--- config.mk ---
export PLATFORM = sky130hd
export DESIGN_NAME = msp_telemetry_frame_receiver
export DESIGN_NICKNAME = d
export VERILOG_FILES = /design/src/rtl/core/mtr_pkg.sv /design/src/rtl/core/mtr_fifo.sv /design/src/rtl/core/mtr_front.sv /design/src/rtl/core/mtr_back.sv /design/src/rtl/core/msp_telemetry_frame_receiver.sv
export SDC_FILE = /design/constraint.sdc
export NUM_CORES = 2
export LEC_CHECK = 0
export BUFFER_PORTS_ARGS = -buffer_cell sky130_fd_sc_hd__buf_2
export CAP_MARGIN = 10
export CELL_PAD_IN_SITES_DETAIL_PLACEMENT = 0
export CELL_PAD_IN_SITES_GLOBAL_PLACEMENT = 1
export CORE_MARGIN = 2
export CORE_UTILIZATION = 45
export CTS_CLUSTER_DIAMETER = 120
export DETAILED_ROUTE_END_ITERATION = 10
export PLACE_DENSITY_LB_ADDON = 0.12
export SLEW_MARGIN = 40
export SYNTH_ARGS = -nofsm -noshare
export SYNTH_HDL_FRONTEND = slang
export SYNTH_SLANG_ARGS = --single-unit
--- constraint.sdc ---
create_clock -name clk -period 8.4 [get_ports clk]
set_input_delay 1.68 -clock clk [delete_from_list [all_inputs] [get_ports clk]]
set_output_delay 1.68 -clock clk [all_outputs]
set_load 0.05 [all_outputs]
--- src/rtl/core/mtr_pkg.sv ---
// ----------------------------------------------------------------------------
// mtr_pkg
// Shared types and constants of the telemetry frame receiver.
// ----------------------------------------------------------------------------
package mtr_pkg;

  // frame header characters
  localparam logic [7:0] HdrDollar = 8'h24;
  localparam logic [7:0] HdrEm     = 8'h4d;
  localparam logic [7:0] HdrArrow  = 8'h3e;

  // payload bytes kept for decode, later ones only feed the checksum
  localparam int HeadBytes = 16;

  localparam logic [6:0] AltScale = 7'd100;

  // queue depths
  localparam int JobDepthDefault = 2;
  localparam int ResDepthDefault = 2;

  // configuration reset values
  localparam logic [7:0] CmdRawGpsReset   = 8'd106;
  localparam logic [7:0] CmdAltitudeReset = 8'd109;
  localparam logic [7:0] CmdAnalogReset   = 8'd110;

  // telemetry reset values
  localparam logic [31:0] LatReset  = 32'd12312313;
  localparam logic [31:0] LonReset  = 32'd2342342;
  localparam logic [7:0]  SatsReset = 8'd3;
  localparam logic [31:0] AltReset  = 32'd300;

  // configuration register indexes
  typedef enum logic [1:0] {
    RegCmdRawGps   = 2'd0,
    RegCmdAltitude = 2'd1,
    RegCmdAnalog   = 2'd2,
    RegBaroMode    = 2'd3
  } reg_idx_t;

  typedef struct packed {
    logic [7:0] cmd_raw_gps;
    logic [7:0] cmd_altitude;
    logic [7:0] cmd_analog;
    logic       baro_altitude_mode;
  } cfg_t;

  // a checked frame waiting for decode
  typedef struct packed {
    logic [7:0]                command;
    logic [HeadBytes-1:0][7:0] head;
  } job_t;

  typedef struct packed {
    logic [7:0]         frame_command;
    logic [7:0]         gps_fix_type;
    logic [7:0]         satellite_count;
    logic signed [31:0] latitude;
    logic signed [31:0] longitude;
    logic signed [31:0] altitude_cm;
    logic [15:0]        ground_speed;
    logic [7:0]         battery_level;
    logic signed [15:0] power_sum;
    logic [7:0]         signal_strength;
  } res_t;

endpackage

--- src/rtl/core/mtr_fifo.sv ---
// ----------------------------------------------------------------------------
// mtr_fifo
// Small register queue with push/full and pop/empty sides.
// ----------------------------------------------------------------------------
module mtr_fifo #(
  parameter int Width = 8,
  parameter int Depth = 2
) (
  input  logic             clk,
  input  logic             rst,
  input  logic             push,
  input  logic [Width-1:0] wdata,
  output logic             full,
  input  logic             pop,
  output logic [Width-1:0] rdata,
  output logic             empty
);

  localparam int PtrW = (Depth > 1) ? $clog2(Depth) : 1;
  localparam int CntW = $clog2(Depth + 1);

  logic [Width-1:0] mem [Depth];
  logic [PtrW-1:0]  wr_ptr;
  logic [PtrW-1:0]  rd_ptr;
  logic [CntW-1:0]  count;
  logic             do_push;
  logic             do_pop;

  assign full    = (count == CntW'(Depth));
  assign empty   = (count == '0);
  assign do_push = push && !full;
  assign do_pop  = pop && !empty;
  assign rdata   = mem[rd_ptr];

  always_ff @(posedge clk) begin
    if (rst) begin
      wr_ptr <= '0;
      rd_ptr <= '0;
      count  <= '0;
    end else begin
      if (do_push) begin
        wr_ptr <= (wr_ptr == PtrW'(Depth - 1)) ? '0 : wr_ptr + 1'b1;
      end
      if (do_pop) begin
        rd_ptr <= (rd_ptr == PtrW'(Depth - 1)) ? '0 : rd_ptr + 1'b1;
      end
      if (do_push && !do_pop) begin
        count <= count + 1'b1;
      end else if (do_pop && !do_push) begin
        count <= count - 1'b1;
      end
    end
  end

  always_ff @(posedge clk) begin
    if (do_push) begin
      mem[wr_ptr] <= wdata;
    end
  end

endmodule

--- src/rtl/core/mtr_front.sv ---
// ----------------------------------------------------------------------------
// mtr_front
// Byte parser: header hunt, size, command, payload capture and checksum.
// ----------------------------------------------------------------------------
module mtr_front (
  input  logic          clk,
  input  logic          rst,
  input  logic          push,
  input  logic [7:0]    rx_byte,
  output logic          full,
  input  logic          job_full,
  output logic          job_push,
  output mtr_pkg::job_t job
);

  import mtr_pkg::*;

  localparam int HeadIdxW = $clog2(HeadBytes);

  typedef enum logic [2:0] {
    S_HUNT,
    S_GOT_DOLLAR,
    S_GOT_EM,
    S_GOT_ARROW,
    S_GOT_SIZE,
    S_PAYLOAD
  } state_t;

  state_t                    state;
  logic [7:0]                length;
  logic [7:0]                command;
  logic [7:0]                xsum;
  logic [7:0]                pos;
  logic [HeadBytes-1:0][7:0] head;
  logic                      accept;
  logic [7:0]                xsum_next;
  logic                      at_end;

  assign full      = job_full;
  assign accept    = push && !full;
  assign xsum_next = xsum ^ rx_byte;
  assign at_end    = (pos == length);
  assign job_push  = accept && (state == S_PAYLOAD) && at_end && (xsum_next == 8'd0);
  assign job.command = command;
  assign job.head    = head;

  always_ff @(posedge clk) begin
    if (rst) begin
      state   <= S_HUNT;
      length  <= '0;
      command <= '0;
      xsum    <= '0;
      pos     <= '0;
      head    <= '0;
    end else if (accept) begin
      case (state)
        S_HUNT: begin
          state <= (rx_byte == HdrDollar) ? S_GOT_DOLLAR : S_HUNT;
        end
        S_GOT_DOLLAR: begin
          state <= (rx_byte == HdrEm) ? S_GOT_EM : S_HUNT;
        end
        S_GOT_EM: begin
          state <= (rx_byte == HdrArrow) ? S_GOT_ARROW : S_HUNT;
        end
        S_GOT_ARROW: begin
          length <= rx_byte;
          xsum   <= rx_byte;
          state  <= S_GOT_SIZE;
        end
        S_GOT_SIZE: begin
          command <= rx_byte;
          xsum    <= xsum_next;
          pos     <= '0;
          state   <= S_PAYLOAD;
        end
        S_PAYLOAD: begin
          xsum <= xsum_next;
          if (at_end) begin
            state <= S_HUNT;
          end else begin
            // bytes beyond the kept range only feed the checksum
            if (pos < 8'(HeadBytes)) begin
              head[pos[HeadIdxW-1:0]] <= rx_byte;
            end
            pos <= pos + 8'd1;
          end
        end
        default: begin
          state <= S_HUNT;
        end
      endcase
    end
  end

endmodule

--- src/rtl/core/mtr_back.sv ---
// ----------------------------------------------------------------------------
// mtr_back
// Frame decoder: updates telemetry registers and emits the snapshot.
// ----------------------------------------------------------------------------
module mtr_back (
  input  logic          clk,
  input  logic          rst,
  input  mtr_pkg::cfg_t cfg,
  input  logic          job_valid,
  input  mtr_pkg::job_t job,
  output logic          job_pop,
  input  logic          res_full,
  output logic          res_push,
  output mtr_pkg::res_t res
);

  import mtr_pkg::*;

  localparam int HeadIdxW = $clog2(HeadBytes);
  // read positions of a shared-code decode run up to 19
  localparam int PosW     = 5;

  logic [31:0] lat;
  logic [31:0] lon;
  logic [7:0]  fix;
  logic [7:0]  sats;
  logic [31:0] alt;
  logic [15:0] speed;
  logic [7:0]  vbat;
  logic [15:0] psum;
  logic [7:0]  rssi;

  logic [31:0] lat_next;
  logic [31:0] lon_next;
  logic [7:0]  fix_next;
  logic [7:0]  sats_next;
  logic [31:0] alt_next;
  logic [15:0] speed_next;
  logic [7:0]  vbat_next;
  logic [15:0] psum_next;
  logic [7:0]  rssi_next;

  logic            is_gps;
  logic            is_alt;
  logic            is_analog;
  logic            alt_reads;
  logic [PosW-1:0] alt_base;
  logic [PosW-1:0] ana_base;
  logic [22:0]     alt_prod;
  logic            fire;

  // payload byte at a read position, zero past the kept bytes
  function automatic logic [7:0] head_at(logic [HeadBytes-1:0][7:0] h, logic [PosW-1:0] p);
    return (p < PosW'(HeadBytes)) ? h[p[HeadIdxW-1:0]] : 8'd0;
  endfunction

  assign fire      = job_valid && !res_full;
  assign job_pop   = fire;
  assign res_push  = fire;
  assign is_gps    = (job.command == cfg.cmd_raw_gps);
  assign is_alt    = (job.command == cfg.cmd_altitude);
  assign is_analog = (job.command == cfg.cmd_analog);
  assign alt_reads = is_alt && cfg.baro_altitude_mode;
  assign alt_prod  = {7'd0, job.head[11], job.head[10]} * {16'd0, AltScale};

  // shared codes decode in turn from one read position
  assign alt_base = !is_gps ? 5'd0 : (cfg.baro_altitude_mode ? 5'd12 : 5'd14);
  assign ana_base = alt_base + (alt_reads ? 5'd4 : 5'd0);

  always_comb begin
    lat_next   = lat;
    lon_next   = lon;
    fix_next   = fix;
    sats_next  = sats;
    alt_next   = alt;
    speed_next = speed;
    vbat_next  = vbat;
    psum_next  = psum;
    rssi_next  = rssi;
    if (is_gps) begin
      fix_next  = job.head[0];
      sats_next = job.head[1];
      lat_next  = {job.head[5], job.head[4], job.head[3], job.head[2]};
      lon_next  = {job.head[9], job.head[8], job.head[7], job.head[6]};
      if (cfg.baro_altitude_mode) begin
        speed_next = {job.head[11], job.head[10]};
      end else begin
        alt_next   = {9'd0, alt_prod};
        speed_next = {job.head[13], job.head[12]};
      end
    end
    if (alt_reads) begin
      alt_next = {head_at(job.head, alt_base + 5'd3), head_at(job.head, alt_base + 5'd2),
                  head_at(job.head, alt_base + 5'd1), head_at(job.head, alt_base)};
    end
    if (is_analog) begin
      vbat_next = head_at(job.head, ana_base);
      psum_next = {head_at(job.head, ana_base + 5'd2), head_at(job.head, ana_base + 5'd1)};
      rssi_next = head_at(job.head, ana_base + 5'd3);
    end
  end

  always_ff @(posedge clk) begin
    if (rst) begin
      lat   <= LatReset;
      lon   <= LonReset;
      fix   <= '0;
      sats  <= SatsReset;
      alt   <= AltReset;
      speed <= '0;
      vbat  <= '0;
      psum  <= '0;
      rssi  <= '0;
    end else if (fire) begin
      lat   <= lat_next;
      lon   <= lon_next;
      fix   <= fix_next;
      sats  <= sats_next;
      alt   <= alt_next;
      speed <= speed_next;
      vbat  <= vbat_next;
      psum  <= psum_next;
      rssi  <= rssi_next;
    end
  end

  assign res.frame_command   = job.command;
  assign res.gps_fix_type    = fix_next;
  assign res.satellite_count = sats_next;
  assign res.latitude        = lat_next;
  assign res.longitude       = lon_next;
  assign res.altitude_cm     = alt_next;
  assign res.ground_speed    = speed_next;
  assign res.battery_level   = vbat_next;
  assign res.power_sum       = psum_next;
  assign res.signal_strength = rssi_next;

endmodule

--- src/rtl/core/msp_telemetry_frame_receiver.sv ---
// ----------------------------------------------------------------------------
// msp_telemetry_frame_receiver
// Serial telemetry frame receiver: parses frames, decodes telemetry fields.
// ----------------------------------------------------------------------------
// throughput: one byte per cycle, set by the parser taking a byte each cycle;
//   input stalls only while the job queue is full
// path: the frame taken with its checksum byte goes into the job queue, then is
//   decoded into the result queue, whose head drives the result ports
// reset: synchronous; parser hunts for a header, queues empty, telemetry and
//   command code registers return to their default values
module msp_telemetry_frame_receiver #(
  parameter int JobDepth = mtr_pkg::JobDepthDefault,
  parameter int ResDepth = mtr_pkg::ResDepthDefault
) (
  input  logic               clk,
  input  logic               rst,
  // byte input
  input  logic               push,
  output logic               full,
  input  logic [7:0]         rx_byte,
  // result output
  output logic               empty,
  input  logic               pop,
  output logic [7:0]         frame_command,
  output logic [7:0]         gps_fix_type,
  output logic [7:0]         satellite_count,
  output logic signed [31:0] latitude,
  output logic signed [31:0] longitude,
  output logic signed [31:0] altitude_cm,
  output logic [15:0]        ground_speed,
  output logic [7:0]         battery_level,
  output logic signed [15:0] power_sum,
  output logic [7:0]         signal_strength,
  // configuration
  input  logic               psel,
  input  logic               penable,
  input  logic               pwrite,
  input  logic [3:0]         paddr,
  input  logic [31:0]        pwdata,
  output logic [31:0]        prdata,
  output logic               pready
);

  import mtr_pkg::*;

  cfg_t     cfg;
  reg_idx_t reg_idx;
  logic     cfg_write;

  job_t     job_in;
  job_t     job_out;
  logic     job_push;
  logic     job_full;
  logic     job_pop;
  logic     job_empty;

  res_t     res_in;
  res_t     res_out;
  logic     res_push;
  logic     res_full;

  // configuration port
  assign pready    = 1'b1;
  assign reg_idx   = reg_idx_t'(paddr[3:2]);
  assign cfg_write = psel && penable && pwrite && pready;

  always_ff @(posedge clk) begin
    if (rst) begin
      cfg.cmd_raw_gps        <= CmdRawGpsReset;
      cfg.cmd_altitude       <= CmdAltitudeReset;
      cfg.cmd_analog         <= CmdAnalogReset;
      cfg.baro_altitude_mode <= 1'b0;
    end else if (cfg_write) begin
      case (reg_idx)
        RegCmdRawGps:   cfg.cmd_raw_gps        <= pwdata[7:0];
        RegCmdAltitude: cfg.cmd_altitude       <= pwdata[7:0];
        RegCmdAnalog:   cfg.cmd_analog         <= pwdata[7:0];
        RegBaroMode:    cfg.baro_altitude_mode <= pwdata[0];
        default: ;
      endcase
    end
  end

  always_comb begin
    case (reg_idx)
      RegCmdRawGps:   prdata = {24'd0, cfg.cmd_raw_gps};
      RegCmdAltitude: prdata = {24'd0, cfg.cmd_altitude};
      RegCmdAnalog:   prdata = {24'd0, cfg.cmd_analog};
      RegBaroMode:    prdata = {31'd0, cfg.baro_altitude_mode};
      default:        prdata = '0;
    endcase
  end

  mtr_front u_front (
    .clk      (clk),
    .rst      (rst),
    .push     (push),
    .rx_byte  (rx_byte),
    .full     (full),
    .job_full (job_full),
    .job_push (job_push),
    .job      (job_in)
  );

  mtr_fifo #(
    .Width ($bits(job_t)),
    .Depth (JobDepth)
  ) u_job_q (
    .clk   (clk),
    .rst   (rst),
    .push  (job_push),
    .wdata (job_in),
    .full  (job_full),
    .pop   (job_pop),
    .rdata (job_out),
    .empty (job_empty)
  );

  mtr_back u_back (
    .clk       (clk),
    .rst       (rst),
    .cfg       (cfg),
    .job_valid (!job_empty),
    .job       (job_out),
    .job_pop   (job_pop),
    .res_full  (res_full),
    .res_push  (res_push),
    .res       (res_in)
  );

  mtr_fifo #(
    .Width ($bits(res_t)),
    .Depth (ResDepth)
  ) u_res_q (
    .clk   (clk),
    .rst   (rst),
    .push  (res_push),
    .wdata (res_in),
    .full  (res_full),
    .pop   (pop),
    .rdata (res_out),
    .empty (empty)
  );

  assign frame_command   = res_out.frame_command;
  assign gps_fix_type    = res_out.gps_fix_type;
  assign satellite_count = res_out.satellite_count;
  assign latitude        = res_out.latitude;
  assign longitude       = res_out.longitude;
  assign altitude_cm     = res_out.altitude_cm;
  assign ground_speed    = res_out.ground_speed;
  assign battery_level   = res_out.battery_level;
  assign power_sum       = res_out.power_sum;
  assign signal_strength = res_out.signal_strength;

endmodule

==> metrics list <==
* Status: finished clean
- Worst EP arrival: 6.34 ns
- Number of cells upsized or downsized after cts: 0
- Vias in the first global route: 26627
* Drt first-iter violations: 2533
- Largest net degree at the start of global routing: 176
* Capture point of the worst reg-to-reg path: u_res_q.mem[1][7]
- After synthesis the netlist holds a flip-flop and latch count of 966.
- Die Area: 95480 µm²
- Core area: 91940 µm²
- The worst-case IR drop observed on VDD is 0.0002203 V.
- Across the run, the number of max-cap violations was 0.
- Sink count of the clock tree: 966
* Worst rel slew slack: 0.3732
* Filler Cells Inserted: 8030
- For this run, design rule violations remaining after detail routing come to 0.
- For this run, the total global-route usage over all layers was measured as 0.2536.
- Hold bufs inserted after CTS: 0
* Post-route minimum period: 5.994 ns
- Summed over all layers, the global routing overflow is 0.
- Once placement completed, the tool counted placed cells totaling 4748.
- Clock buffer count from CTS: 102
- Counting along the longest clock path gives a buffer depth of 3.
- Top flip-flop cell by instance count after synthesis: sky130_fd_sc_hd__edfxtp_1
* Placed wire-length estimate after detailed placement: 81230 µm
- The number of antenna violations at the first check in global routing was 4.
- Maximum net fanout on the critical path: 51
* Fraction of the cycle the final worst path needs: 0.7136
* RSZ-0062 raised after global routing: no
* Starting density of the core: 0.4553
- 254 I/O pins were placed.
- First-pass GRT wire length: 178100 µm
- Final hold vios: 0
- The mapped netlist covers 41860 µm².
- After clock tree synthesis, the clock-pin slew on the worst setup and hold paths is 0.06 ns.
- For this run, the slowest stage of the critical path takes 0.88 ns.
* CTS tree: built
- Summed over all failing endpoints, the final setup total negative slack is 0 ns.
* Post-route ant nets: 0
* Min-Delay Endpoint: u_job_q.mem[0][39]
- Power density over the cells: 356.9 nW/µm²
* Detailed-route wire length: 122300 µm
- After detailed routing, the number of vias per cell comes to 5.571.
* Startpoint class of the critical path: flip-flop
- Leaving out fill and tap cells, the most frequent cell in the layout is sky130_fd_sc_hd__edfxtp_1.
- Synthesis produced a netlist whose cell count is 3473.
* Setup Viol. Count Final: 0
- Along the worst hold path, the cell count comes to 0.
- The setup path with the least slack is of type reg2reg.
- Count of pins over their slew limit: 0
- The share of the Yosys chip area taken by registers is 0.6073.
* Post-CTS setup buffer count: 0
* Syn_area_per_cell: 12.05 µm²
- The worst setup path is captured at a flip-flop.
- Fraction of registers with async set/reset: 0
- On the critical path, the stage with the largest delay is an instance of sky130_fd_sc_hd__ha_2.
- H-tree level count: 3
* Hold Crit Start: u_front.job[39]
- At the worst endpoint, the required time is 8.74 ns.
* Cells on worst reg2reg path: 13
* Tightest Pin Transition: 0.9303 ns
* Utilization after layout: 0.5203
* Dominant delay contributor by cell family on the critical path: buffers and inverters
* Final estimated routing congestion in global placement: 0.8835
- For this design the static power due to leakage is 17.01 nW.
- The path class of the tightest hold or removal check is reg2reg.
- Worst setup slack for register-to-register paths: 2.41 ns
- The clock arrives with 0.03289 ns of skew.
* Count of buffers from port buffering: 202
- The number of antenna diodes in the final layout is 0.
- Count of cell types in the netlist: 64
- The synthesized design contains 608 enable-type register cells.
* Number of nets in the layout: 3741
* Floorplan die height: 309 µm
- In the final routed layout, each cell accounts on average for 24.69 µm.
- Fraction of layout cells with a size suffix above 1: 0.1993
* Number of buffers and inverters on the critical path: 4
- Most common cell type on the critical path: sky130_fd_sc_hd__buf_4
* Clock Latency Late Sink: 0.69 ns
- Highest clock rate: 166.8 MHz
- Die outline width: 309 µm
- Number of vias in the routed layout: 27582
- The first detailed-routing pass took 5 iterations.
- The library cells used most frequently in the layout, excluding fill and tap cells, are sky130_fd_sc_hd__edfxtp_1, sky130_fd_sc_hd__nand2_1, sky130_fd_sc_hd__dfxtp_1, sky130_fd_sc_hd__nor2_1, sky130_fd_sc_hd__mux2i_1.
* Count of non-filler cells in the finished layout: 4951
- Row generation in the floorplan step produced 111 rows.
- The critical path goes through buf_12 -> mux2i_1 -> xnor2_1 -> nor4_2 -> nand2_4 -> inv_1 -> buf_4 -> ha_2 -> buf_4 -> nor2_1 -> nor3_1 -> a21oi_1 -> o41ai_1.
- Yosys printed 0 warnings.
* Clock tree root driver cell: sky130_fd_sc_hd__clkbuf_16
* Synthesis-to-finish area growth: 14.28%
-- where the power goes --
| group | switching [mW] | leakage (nW) | internal (mW) | total, mW |
|---|---|---|---|---|
| clock | 1.90 | 1.61 | 2.54 | 4.44 |
| sequential | 0.206 | 8.41 | 5.72 | 5.93 |
| combinational | 4.64 | 7.00 | 2.07 | 6.71 |
| total | 6.74 | 17.0 | 10.3 | 17.1 |
-- metal layers --
layer | part of all wire | GRT usage | wire length [µm]
met3 | 0.062 | 0.03823 | 7605
met1 | 0.45 | 0.3616 | 55360
met5 | 0.00016 | 0 | 20
met4 | 0.028 | 0.07869 | 3438
met2 | 0.46 | 0.3997 | 55830
-- synth_stat cells, types with 9 or more instances --
master | instances | area, µm²
sky130_fd_sc_hd__mux2_2 | 200 | 2252
sky130_fd_sc_hd__xnor2_1 | 49 | 429.2
sky130_fd_sc_hd__nand3_1 | 17 | 85.08
sky130_fd_sc_hd__edfxtp_1 | 608 | 18260
sky130_fd_sc_hd__a211oi_1 | 16 | 120.1
sky130_fd_sc_hd__buf_4 | 30 | 225.2
sky130_fd_sc_hd__o21ai_0 | 153 | 765.7
sky130_fd_sc_hd__o21a_1 | 29 | 217.7
sky130_fd_sc_hd__nor2_1 | 328 | 1231
sky130_fd_sc_hd__a21oi_1 | 180 | 900.9
sky130_fd_sc_hd__inv_1 | 72 | 270.3
sky130_fd_sc_hd__or3_1 | 10 | 62.56
sky130_fd_sc_hd__o22ai_1 | 21 | 131.4
sky130_fd_sc_hd__and3_1 | 19 | 118.9
sky130_fd_sc_hd__mux2i_1 | 285 | 2853
sky130_fd_sc_hd__ha_1 | 61 | 763.2
sky130_fd_sc_hd__nand3b_1 | 38 | 285.3
sky130_fd_sc_hd__nor2b_1 | 13 | 81.33
sky130_fd_sc_hd__a31oi_1 | 9 | 56.30
sky130_fd_sc_hd__mux4_2 | 44 | 991.0
sky130_fd_sc_hd__buf_2 | 17 | 85.08
sky130_fd_sc_hd__nor3_1 | 29 | 145.1
sky130_fd_sc_hd__dfxtp_1 | 358 | 7167
sky130_fd_sc_hd__clkbuf_1 | 171 | 641.9
sky130_fd_sc_hd__nor4_1 | 15 | 93.84
sky130_fd_sc_hd__a21o_1 | 25 | 187.7
sky130_fd_sc_hd__xor2_1 | 16 | 140.1
sky130_fd_sc_hd__nand2_1 | 483 | 1813
sky130_fd_sc_hd__buf_1 | 25 | 93.84
sky130_fd_sc_hd__a211o_1 | 21 | 183.9
sky130_fd_sc_hd__a22oi_1 | 10 | 75.07
sky130_fd_sc_hd__fa_1 | 11 | 220.2
sky130_fd_sc_hd__o211ai_1 | 23 | 172.7
-- kinds of logic after synthesis --
kind of cell	synth area share
AOI/OAI and AO/OA	0.07395
xor gates and xnor gates	0.01360
adders and majority gates	0.02349
buffers and inverters	0.03324
DFF	0.6073
muxes	0.1480
other	0.0001794
and+or+nand+nor	0.1002
-- cell type report --
type                    instances  area, µm²  share of cell area
clock buffers                 130       2770             0.05790
clock inverters                64      568.0             0.01187
inverters                      73      279.0            0.005832
multi-input cells            2208      15410              0.3221
flip-flops and latches        966      25430              0.5316
well taps                    1243       1555             0.03251
repair buffers                267       1828             0.03821
-- through the flow --
| stage | total power [mW] | area (µm²) | worst slack [ns] | hold WS, ns |
|---|---|---|---|---|
| CTS | 17.16 | 47570 | 2.521 | 0.4436 |
| floorplan | 10.83 | 41950 | 1.938 | 0.4249 |
| global route | 17.89 | 47840 | 2.144 | 0.4539 |
| finish | 17.07 | 47840 | 2.406 | 0.4344 |
| global placement | 12.58 | 43950 | 2.306 | 0.4292 |
| detailed placement | 12.69 | 44230 | 2.540 | 0.4359 |
-- flip-flops by register name (all words and copies together) (netlist names), 16 cells and up, named ones only --
register      flops
u_back.lat       32
u_back.alt       32
cfg              25
u_back.psum      16
u_front.job     128
u_back.speed     16
u_job_q.mem     272
u_back.lon       32
u_res_q.mem     336
-- worst max-delay path by stage --
stage	end	slack (ns)	cells after the start
final	u_res_q.mem[1][7]	2.41	13
after global routing	u_res_q.mem[1][7]	2.14	13
after CTS	u_back.alt[21]	2.52	18
after detailed placement	u_back.alt[21]	2.54	18
after global placement	u_res_q.mem[0][69]	2.31	15
after floorplan	u_job_q.mem[0][0]	1.94	5
Note: power is estimated with default switching activity, not from simulation.
